<file path="src/sv/ttb_pkg.sv">
// shared types and constants for the triangle tangent basis unit
package ttb_pkg;

    localparam int POS_W  = 32;
    localparam int TEX_W  = 16;
    localparam int EDGE_W = 33;
    localparam int DUV_W  = 17;
    localparam int DET_W  = 35;
    localparam int PROD_W = 50;
    localparam int NUM_W  = 62;
    localparam int QCNT_W = 6;

    typedef enum logic [2:0] {
        ST_IDLE,
        ST_DET,
        ST_NUM,
        ST_DIV_START,
        ST_DIV_RUN,
        ST_OUT
    } state_t;

    // controller to datapath
    typedef struct packed {
        logic       load_det;
        logic       mul_step;
        logic       div_start;
        logic       div_step;
        logic       store_q;
        logic [2:0] sel;
        logic       sel_bit;
    } cmd_t;

    // datapath to controller
    typedef struct packed {
        logic div_done;
        logic det_zero;
    } stat_t;

endpackage

</file>
<file path="src/sv/triangle_tangent_basis_unit.sv">
// top level of the triangle tangent basis unit
//  channel  | dir | payload
//  s_axis   | in  | one triangle corner per transfer
//  m_axis   | out | one basis per completed triangle
// corners one and two are stored as they arrive; after the third the result is
// offered once the determinant products are formed and, per component, the two
// multiplies, the numerator load, the divide (setup and one-bit steps) and the
// store are done; the divide is skipped when the uv determinant is zero. reset clears the
// corner count. input is held off while a triangle is worked or its result waits.
module triangle_tangent_basis_unit #(
    parameter int INDEX_BITS = 16
) (
    input  logic clk,
    input  logic rst_n,
    input  logic s_axis_tvalid,
    output logic s_axis_tready,
    // vertex_index, pos_x, pos_y, pos_z, tex_u, tex_v
    input  logic [((INDEX_BITS+128+7)/8)*8-1:0] s_axis_tdata,
    input  logic s_axis_tlast,
    output logic m_axis_tvalid,
    input  logic m_axis_tready,
    // index_a, index_b, index_c, tangent_x..z, bitangent_x..z
    output logic [((3*INDEX_BITS+192+7)/8)*8-1:0] m_axis_tdata,
    // degenerate
    output logic m_axis_tuser,
    output logic m_axis_tlast
);
    localparam int IB = INDEX_BITS;
    localparam int OW = ((3*INDEX_BITS+192+7)/8)*8;

    ttb_pkg::cmd_t  cmd;
    ttb_pkg::stat_t stat;
    logic in_fire, corner_we, corner_sel, tri_load, done_flag;
    logic [IB-1:0] ia, ib, ic;
    logic [6*32-1:0] vec;

    assign in_fire = s_axis_tvalid && s_axis_tready;

    ttb_ctrl u_ctrl (
        .clk(clk), .rst_n(rst_n), .in_fire(in_fire), .in_last(s_axis_tlast),
        .out_ready(m_axis_tready), .stat(stat), .s_ready(s_axis_tready),
        .out_valid(m_axis_tvalid), .corner_we(corner_we), .corner_sel(corner_sel),
        .tri_load(tri_load), .done_flag(done_flag), .cmd(cmd)
    );

    ttb_datapath #(.INDEX_BITS(INDEX_BITS)) u_dp (
        .clk(clk), .corner_we(corner_we), .corner_sel(corner_sel),
        .tri_load(tri_load),
        .vertex_index(s_axis_tdata[IB-1:0]),
        .pos_x(s_axis_tdata[IB+31:IB]),
        .pos_y(s_axis_tdata[IB+63:IB+32]),
        .pos_z(s_axis_tdata[IB+95:IB+64]),
        .tex_u(s_axis_tdata[IB+111:IB+96]),
        .tex_v(s_axis_tdata[IB+127:IB+112]),
        .cmd(cmd), .stat(stat),
        .index_a(ia), .index_b(ib), .index_c(ic), .vec(vec)
    );

    assign m_axis_tdata = OW'({vec, ic, ib, ia});
    assign m_axis_tuser = stat.det_zero;
    assign m_axis_tlast = done_flag;
endmodule

</file>
<file path="src/sv/ttb_datapath.sv">
// datapath: corner storage, deltas, shared multiplier, serial divider
module ttb_datapath #(
    parameter int INDEX_BITS = 16
) (
    input  logic                        clk,
    input  logic                        corner_we,
    input  logic                        corner_sel,
    input  logic                        tri_load,
    input  logic [INDEX_BITS-1:0]       vertex_index,
    input  logic signed [31:0]          pos_x,
    input  logic signed [31:0]          pos_y,
    input  logic signed [31:0]          pos_z,
    input  logic signed [15:0]          tex_u,
    input  logic signed [15:0]          tex_v,
    input  ttb_pkg::cmd_t               cmd,
    output ttb_pkg::stat_t              stat,
    output logic [INDEX_BITS-1:0]       index_a,
    output logic [INDEX_BITS-1:0]       index_b,
    output logic [INDEX_BITS-1:0]       index_c,
    output logic [6*32-1:0]             vec
);
    localparam int EDGE_W = ttb_pkg::EDGE_W;
    localparam int DUV_W  = ttb_pkg::DUV_W;

    logic signed [31:0] pa_reg [3];
    logic signed [31:0] pb_reg [3];
    logic signed [15:0] ua_reg, va_reg, ub_reg, vb_reg;
    logic [INDEX_BITS-1:0] ia_reg, ib_reg, ic_reg;
    logic signed [ttb_pkg::EDGE_W-1:0] e1_reg [3];
    logic signed [ttb_pkg::EDGE_W-1:0] e2_reg [3];
    logic signed [ttb_pkg::DUV_W-1:0] d1u_reg, d1v_reg, d2u_reg, d2v_reg;
    logic signed [ttb_pkg::DET_W-1:0] det_reg;
    logic signed [ttb_pkg::PROD_W-1:0] p1_reg, p2_reg;
    logic signed [ttb_pkg::NUM_W-1:0] num_reg;
    logic [ttb_pkg::NUM_W-1:0] rem_reg, quo_reg;
    logic [ttb_pkg::DET_W-1:0] dabs_reg;
    logic neg_reg;
    logic [ttb_pkg::QCNT_W-1:0] cnt_reg;
    logic [31:0] vec_reg [6];
    logic signed [ttb_pkg::EDGE_W-1:0] ea, eb;
    logic signed [ttb_pkg::DUV_W-1:0] da, db;
    logic signed [ttb_pkg::PROD_W-1:0] pr;
    logic signed [ttb_pkg::NUM_W-1:0] num_full;
    logic [ttb_pkg::NUM_W-1:0] num_abs;
    logic [ttb_pkg::NUM_W:0] trial;
    logic [ttb_pkg::NUM_W-1:0] rem_sh;
    logic [31:0] qsat;

    always_ff @(posedge clk)
    begin
        if (corner_we)
        begin
            if (!corner_sel)
            begin
                pa_reg[0] <= pos_x; pa_reg[1] <= pos_y; pa_reg[2] <= pos_z;
                ua_reg <= tex_u; va_reg <= tex_v; ia_reg <= vertex_index;
            end
            else
            begin
                pb_reg[0] <= pos_x; pb_reg[1] <= pos_y; pb_reg[2] <= pos_z;
                ub_reg <= tex_u; vb_reg <= tex_v; ib_reg <= vertex_index;
            end
        end
        if (tri_load)
        begin
            e1_reg[0] <= EDGE_W'(pb_reg[0]) - EDGE_W'(pa_reg[0]);
            e1_reg[1] <= EDGE_W'(pb_reg[1]) - EDGE_W'(pa_reg[1]);
            e1_reg[2] <= EDGE_W'(pb_reg[2]) - EDGE_W'(pa_reg[2]);
            e2_reg[0] <= EDGE_W'(pos_x) - EDGE_W'(pa_reg[0]);
            e2_reg[1] <= EDGE_W'(pos_y) - EDGE_W'(pa_reg[1]);
            e2_reg[2] <= EDGE_W'(pos_z) - EDGE_W'(pa_reg[2]);
            d1u_reg <= DUV_W'(ub_reg) - DUV_W'(ua_reg);
            d1v_reg <= DUV_W'(vb_reg) - DUV_W'(va_reg);
            d2u_reg <= DUV_W'(tex_u) - DUV_W'(ua_reg);
            d2v_reg <= DUV_W'(tex_v) - DUV_W'(va_reg);
            ic_reg <= vertex_index;
        end
    end

    // operand select: sel_bit picks first or second product of the term
    always_comb
    begin
        unique case (cmd.sel)
            3'd0, 3'd1, 3'd2:
            begin
                ea = cmd.sel_bit ? e2_reg[cmd.sel[1:0]] : e1_reg[cmd.sel[1:0]];
                da = cmd.sel_bit ? d1v_reg : d2v_reg;
            end
            3'd3, 3'd4, 3'd5:
            begin
                ea = cmd.sel_bit ? e1_reg[cmd.sel[1:0] - 2'd3 + 2'd0]
                                 : e2_reg[cmd.sel[1:0] - 2'd3 + 2'd0];
                da = cmd.sel_bit ? d2u_reg : d1u_reg;
            end
            default:
            begin
                // determinant terms
                ea = cmd.sel_bit ? EDGE_W'(d1v_reg) : EDGE_W'(d1u_reg);
                da = cmd.sel_bit ? d2u_reg : d2v_reg;
            end
        endcase
        eb = ea;
        db = da;
    end

    assign pr = ttb_pkg::PROD_W'(eb) * ttb_pkg::PROD_W'(db);
    assign num_full = (ttb_pkg::NUM_W'(p1_reg) - ttb_pkg::NUM_W'(p2_reg)) <<< 12;
    assign num_abs = num_reg[ttb_pkg::NUM_W-1] ? ttb_pkg::NUM_W'(-num_reg)
                                                : ttb_pkg::NUM_W'(num_reg);
    assign rem_sh = {rem_reg[ttb_pkg::NUM_W-2:0], quo_reg[ttb_pkg::NUM_W-1]};
    assign trial = {1'b0, rem_sh} - {{(ttb_pkg::NUM_W-ttb_pkg::DET_W+1){1'b0}}, dabs_reg};

    always_comb
    begin
        if (quo_reg[ttb_pkg::NUM_W-1:31] != '0)
            qsat = neg_reg ? 32'h8000_0000 : 32'h7FFF_FFFF;
        else if (neg_reg)
            qsat = 32'(-$signed({1'b0, quo_reg[30:0]}));
        else
            qsat = {1'b0, quo_reg[30:0]};
    end

    always_ff @(posedge clk)
    begin
        if (cmd.mul_step)
        begin
            if (cmd.sel_bit) p2_reg <= pr;
            else             p1_reg <= pr;
        end
        if (cmd.load_det)
            det_reg <= ttb_pkg::DET_W'(p1_reg) - ttb_pkg::DET_W'(p2_reg);
        if (cmd.div_start)
        begin
            num_reg  <= num_full;
            cnt_reg  <= '0;
        end
        if (cmd.div_step)
        begin
            if (cnt_reg == '0)
            begin
                // first step sets up magnitudes
                quo_reg  <= num_abs;
                rem_reg  <= '0;
                dabs_reg <= det_reg[ttb_pkg::DET_W-1] ? ttb_pkg::DET_W'(-det_reg)
                                                      : ttb_pkg::DET_W'(det_reg);
                neg_reg  <= num_reg[ttb_pkg::NUM_W-1] ^ det_reg[ttb_pkg::DET_W-1];
            end
            else if (!trial[ttb_pkg::NUM_W])
            begin
                rem_reg <= trial[ttb_pkg::NUM_W-1:0];
                quo_reg <= {quo_reg[ttb_pkg::NUM_W-2:0], 1'b1};
            end
            else
            begin
                rem_reg <= rem_sh;
                quo_reg <= {quo_reg[ttb_pkg::NUM_W-2:0], 1'b0};
            end
            cnt_reg <= cnt_reg + 1'b1;
        end
        if (cmd.store_q)
            vec_reg[cmd.sel] <= (det_reg == '0) ? 32'd0 : qsat;
    end

    assign stat.div_done = (cnt_reg == ttb_pkg::QCNT_W'(ttb_pkg::NUM_W));
    assign stat.det_zero = (det_reg == '0);
    assign index_a = ia_reg;
    assign index_b = ib_reg;
    assign index_c = ic_reg;
    assign vec = {vec_reg[5], vec_reg[4], vec_reg[3], vec_reg[2], vec_reg[1], vec_reg[0]};
endmodule

</file>
<file path="src/sv/ttb_ctrl.sv">
// controller: corner count, term sequencing and output handshake
module ttb_ctrl (
    input  logic            clk,
    input  logic            rst_n,
    input  logic            in_fire,
    input  logic            in_last,
    input  logic            out_ready,
    input  ttb_pkg::stat_t  stat,
    output logic            s_ready,
    output logic            out_valid,
    output logic            corner_we,
    output logic            corner_sel,
    output logic            tri_load,
    output logic            done_flag,
    output ttb_pkg::cmd_t   cmd
);
    ttb_pkg::state_t state_reg, state_next;
    logic [1:0] count_reg, count_next;
    logic [2:0] sel_reg, sel_next;
    logic       ph_reg, ph_next;
    logic       done_reg, done_next;

    always_ff @(posedge clk or negedge rst_n)
    begin
        if (!rst_n)
        begin
            state_reg <= ttb_pkg::ST_IDLE;
            count_reg <= 2'd0;
            sel_reg   <= 3'd0;
            ph_reg    <= 1'b0;
            done_reg  <= 1'b0;
        end
        else
        begin
            state_reg <= state_next;
            count_reg <= count_next;
            sel_reg   <= sel_next;
            ph_reg    <= ph_next;
            done_reg  <= done_next;
        end
    end

    always_comb
    begin
        state_next = state_reg;
        count_next = count_reg;
        sel_next   = sel_reg;
        ph_next    = ph_reg;
        done_next  = done_reg;
        unique case (state_reg)
            ttb_pkg::ST_IDLE:
                if (in_fire)
                begin
                    if (count_reg == 2'd2)
                    begin
                        count_next = 2'd0;
                        done_next  = in_last;
                        state_next = ttb_pkg::ST_DET;
                        sel_next   = 3'd6;
                        ph_next    = 1'b0;
                    end
                    else
                        count_next = in_last ? 2'd0 : count_reg + 2'd1;
                end
            ttb_pkg::ST_DET:
            begin
                ph_next = ~ph_reg;
                if (ph_reg)
                begin
                    state_next = ttb_pkg::ST_NUM;
                    sel_next   = 3'd0;
                end
            end
            ttb_pkg::ST_NUM:
            begin
                ph_next = ~ph_reg;
                if (ph_reg)
                    state_next = ttb_pkg::ST_DIV_START;
            end
            ttb_pkg::ST_DIV_START:
                state_next = stat.det_zero ? ttb_pkg::ST_OUT : ttb_pkg::ST_DIV_RUN;
            ttb_pkg::ST_DIV_RUN:
                if (stat.div_done)
                    state_next = ttb_pkg::ST_OUT;
            ttb_pkg::ST_OUT:
                if (sel_reg != 3'd5 && sel_reg != 3'd6)
                begin
                    sel_next   = sel_reg + 3'd1;
                    state_next = ttb_pkg::ST_NUM;
                end
                else if (sel_reg == 3'd5)
                    sel_next = 3'd6;
                else if (out_ready)
                    state_next = ttb_pkg::ST_IDLE;
            default:
                state_next = ttb_pkg::ST_IDLE;
        endcase
    end

    always_comb
    begin
        s_ready    = (state_reg == ttb_pkg::ST_IDLE);
        out_valid  = (state_reg == ttb_pkg::ST_OUT) && (sel_reg == 3'd6);
        corner_we  = in_fire && (count_reg != 2'd2);
        corner_sel = count_reg[0];
        tri_load   = in_fire && (count_reg == 2'd2);
        done_flag  = done_reg;
        cmd.sel       = sel_reg;
        cmd.sel_bit   = ph_reg;
        cmd.mul_step  = (state_reg == ttb_pkg::ST_DET) || (state_reg == ttb_pkg::ST_NUM);
        cmd.load_det  = (state_reg == ttb_pkg::ST_NUM) && (sel_reg == 3'd0) && !ph_reg;
        cmd.div_start = (state_reg == ttb_pkg::ST_DIV_START);
        cmd.div_step  = (state_reg == ttb_pkg::ST_DIV_RUN);
        cmd.store_q   = (state_reg == ttb_pkg::ST_OUT) && (sel_reg != 3'd6);
    end
endmodule
</file>
<file path="config.mk">
export PLATFORM = sky130hd
export DESIGN_NAME = triangle_tangent_basis_unit
export DESIGN_NICKNAME = d
export VERILOG_FILES = /design/src/sv/ttb_pkg.sv /design/src/sv/triangle_tangent_basis_unit.sv /design/src/sv/ttb_datapath.sv /design/src/sv/ttb_ctrl.sv
export SDC_FILE = /design/constraint.sdc
export NUM_CORES = 2
export LEC_CHECK = 0
export ABC_AREA = 1
export ABC_CLOCK_PERIOD_IN_PS = 7260
export BUFFER_PORTS_ARGS = -buffer_cell sky130_fd_sc_hd__buf_2
export CORE_UTILIZATION = 45
export DETAILED_ROUTE_END_ITERATION = 6
export PLACE_DENSITY_LB_ADDON = 0.12
export RECOVER_POWER = 25
export SLEW_MARGIN = 20
export SYNTH_ARGS = -nofsm -noshare
export SYNTH_HDL_FRONTEND = slang
export SYNTH_HIERARCHICAL = 1
export SYNTH_SLANG_ARGS = --single-unit
</file>
<file path="constraint.sdc">
create_clock -name clk -period 7.26 [get_ports clk]
set_input_delay 0.726 -clock clk [delete_from_list [all_inputs] [get_ports clk]]
set_output_delay 0.726 -clock clk [all_outputs]
set_load 0.005 [all_outputs]
</file>
[After elaboration in Yosys (flattened, before gate mapping)]
Memory sizes are Yosys's and may differ from the RTL's.
Index checks and enable logic that the tools add are counted.
Cells by class
  multiply operators: 1
  muxes and demuxes: 50
  add/subtract/negate cells: 20
  eq/ne operators: 24
  reduce and logical (&&, ||, !) cells: 31
  bitwise logic cells: 3
Operators with widths (number)
  $sub A32 B32 Y33: 6
  $mux W32: 4
  $mux W62: 2
  $mux W33: 3
  $sub A16 B16 Y17: 4
  $pmux W33 S2: 1
  $sub A62 B35 Y63: 1
  $neg A62 Y62: 1
  $mux W61: 1
  $mux W17: 3
  $mul A33 B17 Y50: 1
  $sub A50 B50 Y50: 1
  $mux W3: 13
  $logic_not A35 Y1: 1
  $neg A35 Y35: 1
  $sub A35 B35 Y35: 1
  $mux W34: 1
  $pmux W17 S2: 1
  $neg A31 Y32: 1
  $reduce_bool A31 Y1: 1
  $pmux W3 S6: 1
  $eq A3 B3 Y1 const B: 5
  $mux W1: 14
  $eq A3 B2 Y1 const B: 4
  31 further kinds: 57
Storage, ports and cells
  memories kept: 5
  register bits after elaboration: 540
  memory bits (writable): 582
  input port bits: 149
  output and inout port bits: 244
  logic and storage cells: 160
Memories
  u_dp.vec_reg: words 6, bits a word 32, read ports 6, clocked after Yosys merged registers in 0, write ports 1, line ttb_datapath.sv:39  | logic [31:0] vec_reg [6];
  u_dp.e1_reg: words 3, bits a word 33, read ports 2, clocked after Yosys merged registers in 0, write ports 3, line ttb_datapath.sv:29  | logic signed [ttb_pkg::EDGE_W-1:0] e1_reg [3];
  u_dp.e2_reg: words 3, bits a word 33, read ports 2, clocked after Yosys merged registers in 0, write ports 3, line ttb_datapath.sv:30  | logic signed [ttb_pkg::EDGE_W-1:0] e2_reg [3];
  u_dp.pa_reg: words 3, bits a word 32, read ports 3, clocked after Yosys merged registers in 0, write ports 3, line ttb_datapath.sv:25  | logic signed [31:0] pa_reg [3];
  u_dp.pb_reg: words 3, bits a word 32, read ports 3, clocked after Yosys merged registers in 0, write ports 3, line ttb_datapath.sv:26  | logic signed [31:0] pb_reg [3];

[Longest topological paths before layout]
  depth after elaboration: 5
  gate-level depth with buffers: 43
  gate-level depth less buffers: 38

[Cells and area by module]
The synthesis kept the hierarchy.
Modules (own cells, without submodules)
  ttb_datapath: cells an instance 10277, area each 86736.9 sq um, times used 1, seq. area each 33392.0 sq um
  ttb_ctrl: cells an instance 120, area each 763.2 sq um, times used 1, seq. area each 250.2 sq um
  triangle_tangent_basis_unit: cells an instance 2, area each 7.5 sq um, times used 1, seq. area each 0.0 sq um

[Least setup slack after synthesis]
No wires, ideal clock.
  path type: register to register
  start point: register u_ctrl.state_reg[1]
  end point: register u_dp.ia_reg[0], in the netlist u_dp/index_a[0] (enable)
  library setup time: 0.653 ns
  data required time: 6.607 ns
  setup slack: -0.578 ns
  period minus slack after synthesis: 7.838 ns
  data arrival time: 7.186 ns
  stages on the path, launching flop included: 10
  cell sequence: dfrtp_1 -> nor2_1 -> nand2_1 -> inv_1 -> nand2_1 -> inv_1 -> inv_1 -> nor2_1 -> inv_1 -> nor2_1
On the way
  longest elaborated chain between the ends: 4
Ends and longest elaborated chain
  start, declared: line ttb_ctrl.sv:17  | ttb_pkg::state_t state_reg, state_next;
  start signal, assigned: line ttb_ctrl.sv:27  | state_reg <= ttb_pkg::ST_IDLE;
  start signal, assigned: line ttb_ctrl.sv:35  | state_reg <= state_next;
  $logic_not A3 Y1: line ttb_ctrl.sv:102  | s_ready = (state_reg == ttb_pkg::ST_IDLE);
  via s_axis_tready: line triangle_tangent_basis_unit.sv:16  | output logic s_axis_tready,
  $logic_and A1 B1 Y1: line triangle_tangent_basis_unit.sv:37  | assign in_fire = s_axis_tvalid && s_axis_tready;
  via in_fire: line triangle_tangent_basis_unit.sv:33  | logic in_fire, corner_we, corner_sel, tri_load, done_flag;
  $logic_and A1 B1 Y1: line ttb_ctrl.sv:104  | corner_we = in_fire && (count_reg != 2'd2);
  via corner_we: line triangle_tangent_basis_unit.sv:33
  $reduce_and A2 Y1 (no source line)
  end signal, assigned: line ttb_datapath.sv:56  | ua_reg <= tex_u; va_reg <= tex_v; ia_reg <= vertex_index;
  end, declared: line ttb_datapath.sv:28  | logic [INDEX_BITS-1:0] ia_reg, ib_reg, ic_reg;
The timed path passes the listed nets, and every way through them passes these cells.
A chain may end at the register's enable or synchronous reset.

[Final worst setup path]
  start point: register u_ctrl.sel_reg[0]
  end point: register u_dp/p1_reg[27] (netlist name), data pin
On the way
  longest elaborated chain between the ends: 5
  elaborated cells between the ends (all ways): 16
Ends and longest elaborated chain
  start, declared: line ttb_ctrl.sv:19  | logic [2:0] sel_reg, sel_next;
  start signal, assigned: line ttb_ctrl.sv:37  | sel_reg <= sel_next;
  $sub A2 B2 Y2: line ttb_datapath.sv:91, ttb_datapath.sv:92
  $mem_v2 Z3 W33, on equally long branches
  $mux W33: line ttb_datapath.sv:91  | ea = cmd.sel_bit ? e1_reg[cmd.sel[1:0] - 2'd3 + 2'd0]
  $pmux W33 S2: line ttb_datapath.sv:83  | unique case (cmd.sel)
  $mul A33 B17 Y50 *: line ttb_datapath.sv:106  | assign pr = ttb_pkg::PROD_W'(eb) * ttb_pkg::PROD_W'(db);
  via u_dp.pr (one bit): line ttb_datapath.sv:42  | logic signed [ttb_pkg::PROD_W-1:0] pr;
  end signal, assigned: line ttb_datapath.sv:128  | else p1_reg <= pr;
  end, declared: line ttb_datapath.sv:33  | logic signed [ttb_pkg::PROD_W-1:0] p1_reg, p2_reg;
Mark *: on every way through the listed nets, which the timed path passes. The rest lies on a longest branch.

==> impl_results.md <==
* Max reg flops at 192
* Fin cells at around 14000
* Setup_tns at 0 ns
* H-tree depth reported by CTS at 4
* Leak Pwr at 47.6 nW
* Drt pass-1 iters at 6
* Die width at around 440 um
* Part of the cycle the worst path needs at 100%
* Critical path launch point type: flip-flop
* Worst Tran Pin Value at 1.91 ns
* Buf/Inv on CP at 12
* Overflow after GRT at 0
* Asr flop ratio synth at 0.891%
* Largest net degree at the start of global routing at 161
* Placed standard-cell area at 95900 um2
* RSZ-0062 raised after global routing: true
* Switching Share at 22.6%
* Clk pwr share at 46.8%
* # rows at 161
* Slowest stage delay, CP at 0.63 ns
* Vias per Instance at 5.29
* Reg power frac at 50.1%
* Hold Path Class: in2reg
* Nets at 12400
* Critical Path RT at approximately 7.8 ns
* CP startpoint: u_ctrl/sel_reg[0]
* Die height at 443 um
* Crit Path Class: reg2reg
* Drt wl/cell at 21.9 um
* Crit-path slowest cell: fa_1
* Top post-synthesis cells by count: nand2_1, inv_1, nor2_1, edfxtp_1, o21ai_0
* Synthesized Nets at between 10000 and 15000
* Area leader, netlist: edfxtp_1
* Area share of the largest cell type after synthesis at 38.2%
* Post-route cell area at 103000 um2
* DR DRC count at 0
* Post-route antenna net violation count at 0
* Post-DP HPWL at 243000 um
* Most frequent cell after synthesis: nand2_1
* Post-synth EDFFs at 1112
* Peak supply drop at 0.000186 V
* Max cap viols at 1
* TritonCTS buffer count at 133
* # setup viols final at 0
* CTS tree: built
* Worst R2R Start: u_ctrl/sel_reg[0]
* Ports at 393
* Hold Fails Final Rpt at 0
* Reg clk slew, reported paths at 0.06 ns
* Status: complete, but fails checks
* Worst Skew at roughly 0.058 ns
* Library cells used by synthesis at 53
* Port buffer count at 392
* Slew HR at -27.6%
* DR iter-0 viols at 5884
* Hold Startpoint: s_axis_tdata[5]
* Post-synthesis cell area at 87500 um2
* Mapped Cells at 10400
* Post-Syn Area per Cell at 8.42 um2
* Synth top area cells: edfxtp_1, fa_1, nand2_1
* Core area at 193000 um2
* # fillers at about 18000
* Clk buf depth at 3
* Crit-path max FO at 7
* Synth warn at 6
* Family with the most delay on the worst path: adder cells
* Clk_lat worst skew at 0.82 ns
* P_sw at 3.19 mW
* Arr. time, crit path at 7.80 ns
* CTS sink cnt at 1122
* Multi-input gate area at 46900 um2
* Seq/Total Area, Yosys at about two fifths
* Initial antenna violation count at 13
* Area Overhead vs Synth at 17.4%
* Most frequent cell on the critical path: fa_1
* Tot GR Track Use at 30.2%
* Reg area at 33700 um2
* Vias at between 70000 and 80000
* CP Capture Type: flip-flop
* Final WL at slightly above 300000 um
* Area of the die at 196000 um2
* Failing checks: capacitance limit, slew limit
* Min Tclk post-route at 7.26 ns
* Hold WS at approximately 0.12 ns
* Cell Int Power at 10.9 mW
* Inst Count DP at roughly 14000
* #FFs+latches synth at 1122
* Share of layout cells above drive strength 1 at 11.0%
* Root Driver: clkbuf_16
* PD cells at 137 nW/um2
* Crit path setup slack, layout at 0.00303 ns
* Number of global-route vias before repair at 72900
* Pins over their slew limit at 52
* Starting Density at 45.4%
* First-pass GRT wire length at 449000 um
* Final GP Congestion at around 1
* Pre-CTS setup slack at -0.377 ns
* Top FF cell, synth: edfxtp_1
* Max Clock Freq at 0.138 GHz
* Comb pwr share at 3.1%
-- per-layer routing --
metal	global-route usage, %	wire length, um	up-vias
met5	0	47	-
met4	9.62	10800	6
met3	3.87	18500	439
met2	49.8	141000	2431
met1	41.4	133000	35400
li1	-	-	34900
-- cells by family (layout without fill, tap and decap cells) --
family                     after synthesis  after routing  synth area share [%]
AOI/OAI and AO/OA                     1386           1387                  8.90
xor gates and xnor gates               375            375                  3.75
buffers and inverters                 2253           3178                  9.93
and+or+nand+nor                       4243           4243                  19.7
adders and majority gates             1020           1020                  19.3
DFF                                   1122           1122                  38.4
other                                    0              7                     0
-- path summary, 6_finish.rpt --
kind,endpoint,slack (ns),cells after the start
setup / recovery,u_dp/p1_reg[27],0.003,32
hold / removal,u_dp/index_b[5],0.12,1
setup reg to reg,u_dp/p1_reg[27],0.003,32
hold reg to reg,u_dp/dabs_reg[0],0.48,0
max in group asynchronous,u_ctrl/sel_reg[0],5.78,2
min in group asynchronous,u_ctrl/done_flag,0.70,2
-- cell usage in the layout, fill, tap and decap left out, drive strengths merged, types with 27 or more instances in the layout --
| cell type | count |
|---|---|
| ha | 472 |
| xnor2 | 87 |
| a21oi | 494 |
| xor2 | 288 |
| inv | 2036 |
| nand3b | 29 |
| o21ai | 606 |
| nand4 | 62 |
| nor3 | 140 |
| o31ai | 27 |
| o21bai | 67 |
| nand2 | 2344 |
| clkinv | 54 |
| a21o | 37 |
| clkbuf | 421 |
| o311ai | 34 |
| nand3 | 447 |
| buf | 643 |
| nor4 | 35 |
| nor2 | 1136 |
| o22ai | 30 |
| edfxtp | 1112 |
| a31oi | 48 |
| fa | 548 |
-- worst reg2reg max path: cells and delay by family, from the launching register on --
family	cells	cell delay [ns]
compound gates	3	0.54
simple gates	8	0.99
fa+ha+maj	8	3.56
flops	1	0.52
buf+inv	12	1.23
xor+xnor	1	0.16
-- stage by stage --
stage | total power, mW | util [%]
2_1_floorplan | 7.44 | -
3_3_place_gp | 7.64 | 49.7
3_5_place_dp | 7.64 | 49.7
4_1_cts | 14.3 | 52.5
5_1_grt | 14.5 | 53.3
6_report | 14.1 | 53.3
-- power by group through the flow --
stage	clock network, mW	logic [mW]	registers, mW
4_1_cts	6.76	0.448	7.06
3_5_place_dp	0	0.444	7.20
3_3_place_gp	0	0.440	7.20
5_1_grt	6.97	0.481	7.06
6_report	6.59	0.440	7.06
2_1_floorplan	0	0.241	7.20
-- repair_timing --
item / CTS / global route
pin swaps: 26 / 110
endpoints found under the hold margin: 10 / 0
hold buffers: 1 / 0
cloned: 3 / 12
resized for setup: 142 / 306
setup buffers: 26 / 40
setup endpoints to repair: 72 / 80
-- final cells by class --
cell class                 instances  share of cell area, %
clock inverter                    86                  0.865
inverter                        2026                   7.44
tap                             2526                   3.08
multi-input combinational       7025                   45.7
sequential                      1122                   32.8
clock buffer                     157                   3.34
antenna                            7                 0.0170
timing repair buffer             909                   6.85
Note: power is estimated with default switching activity, not from simulation.
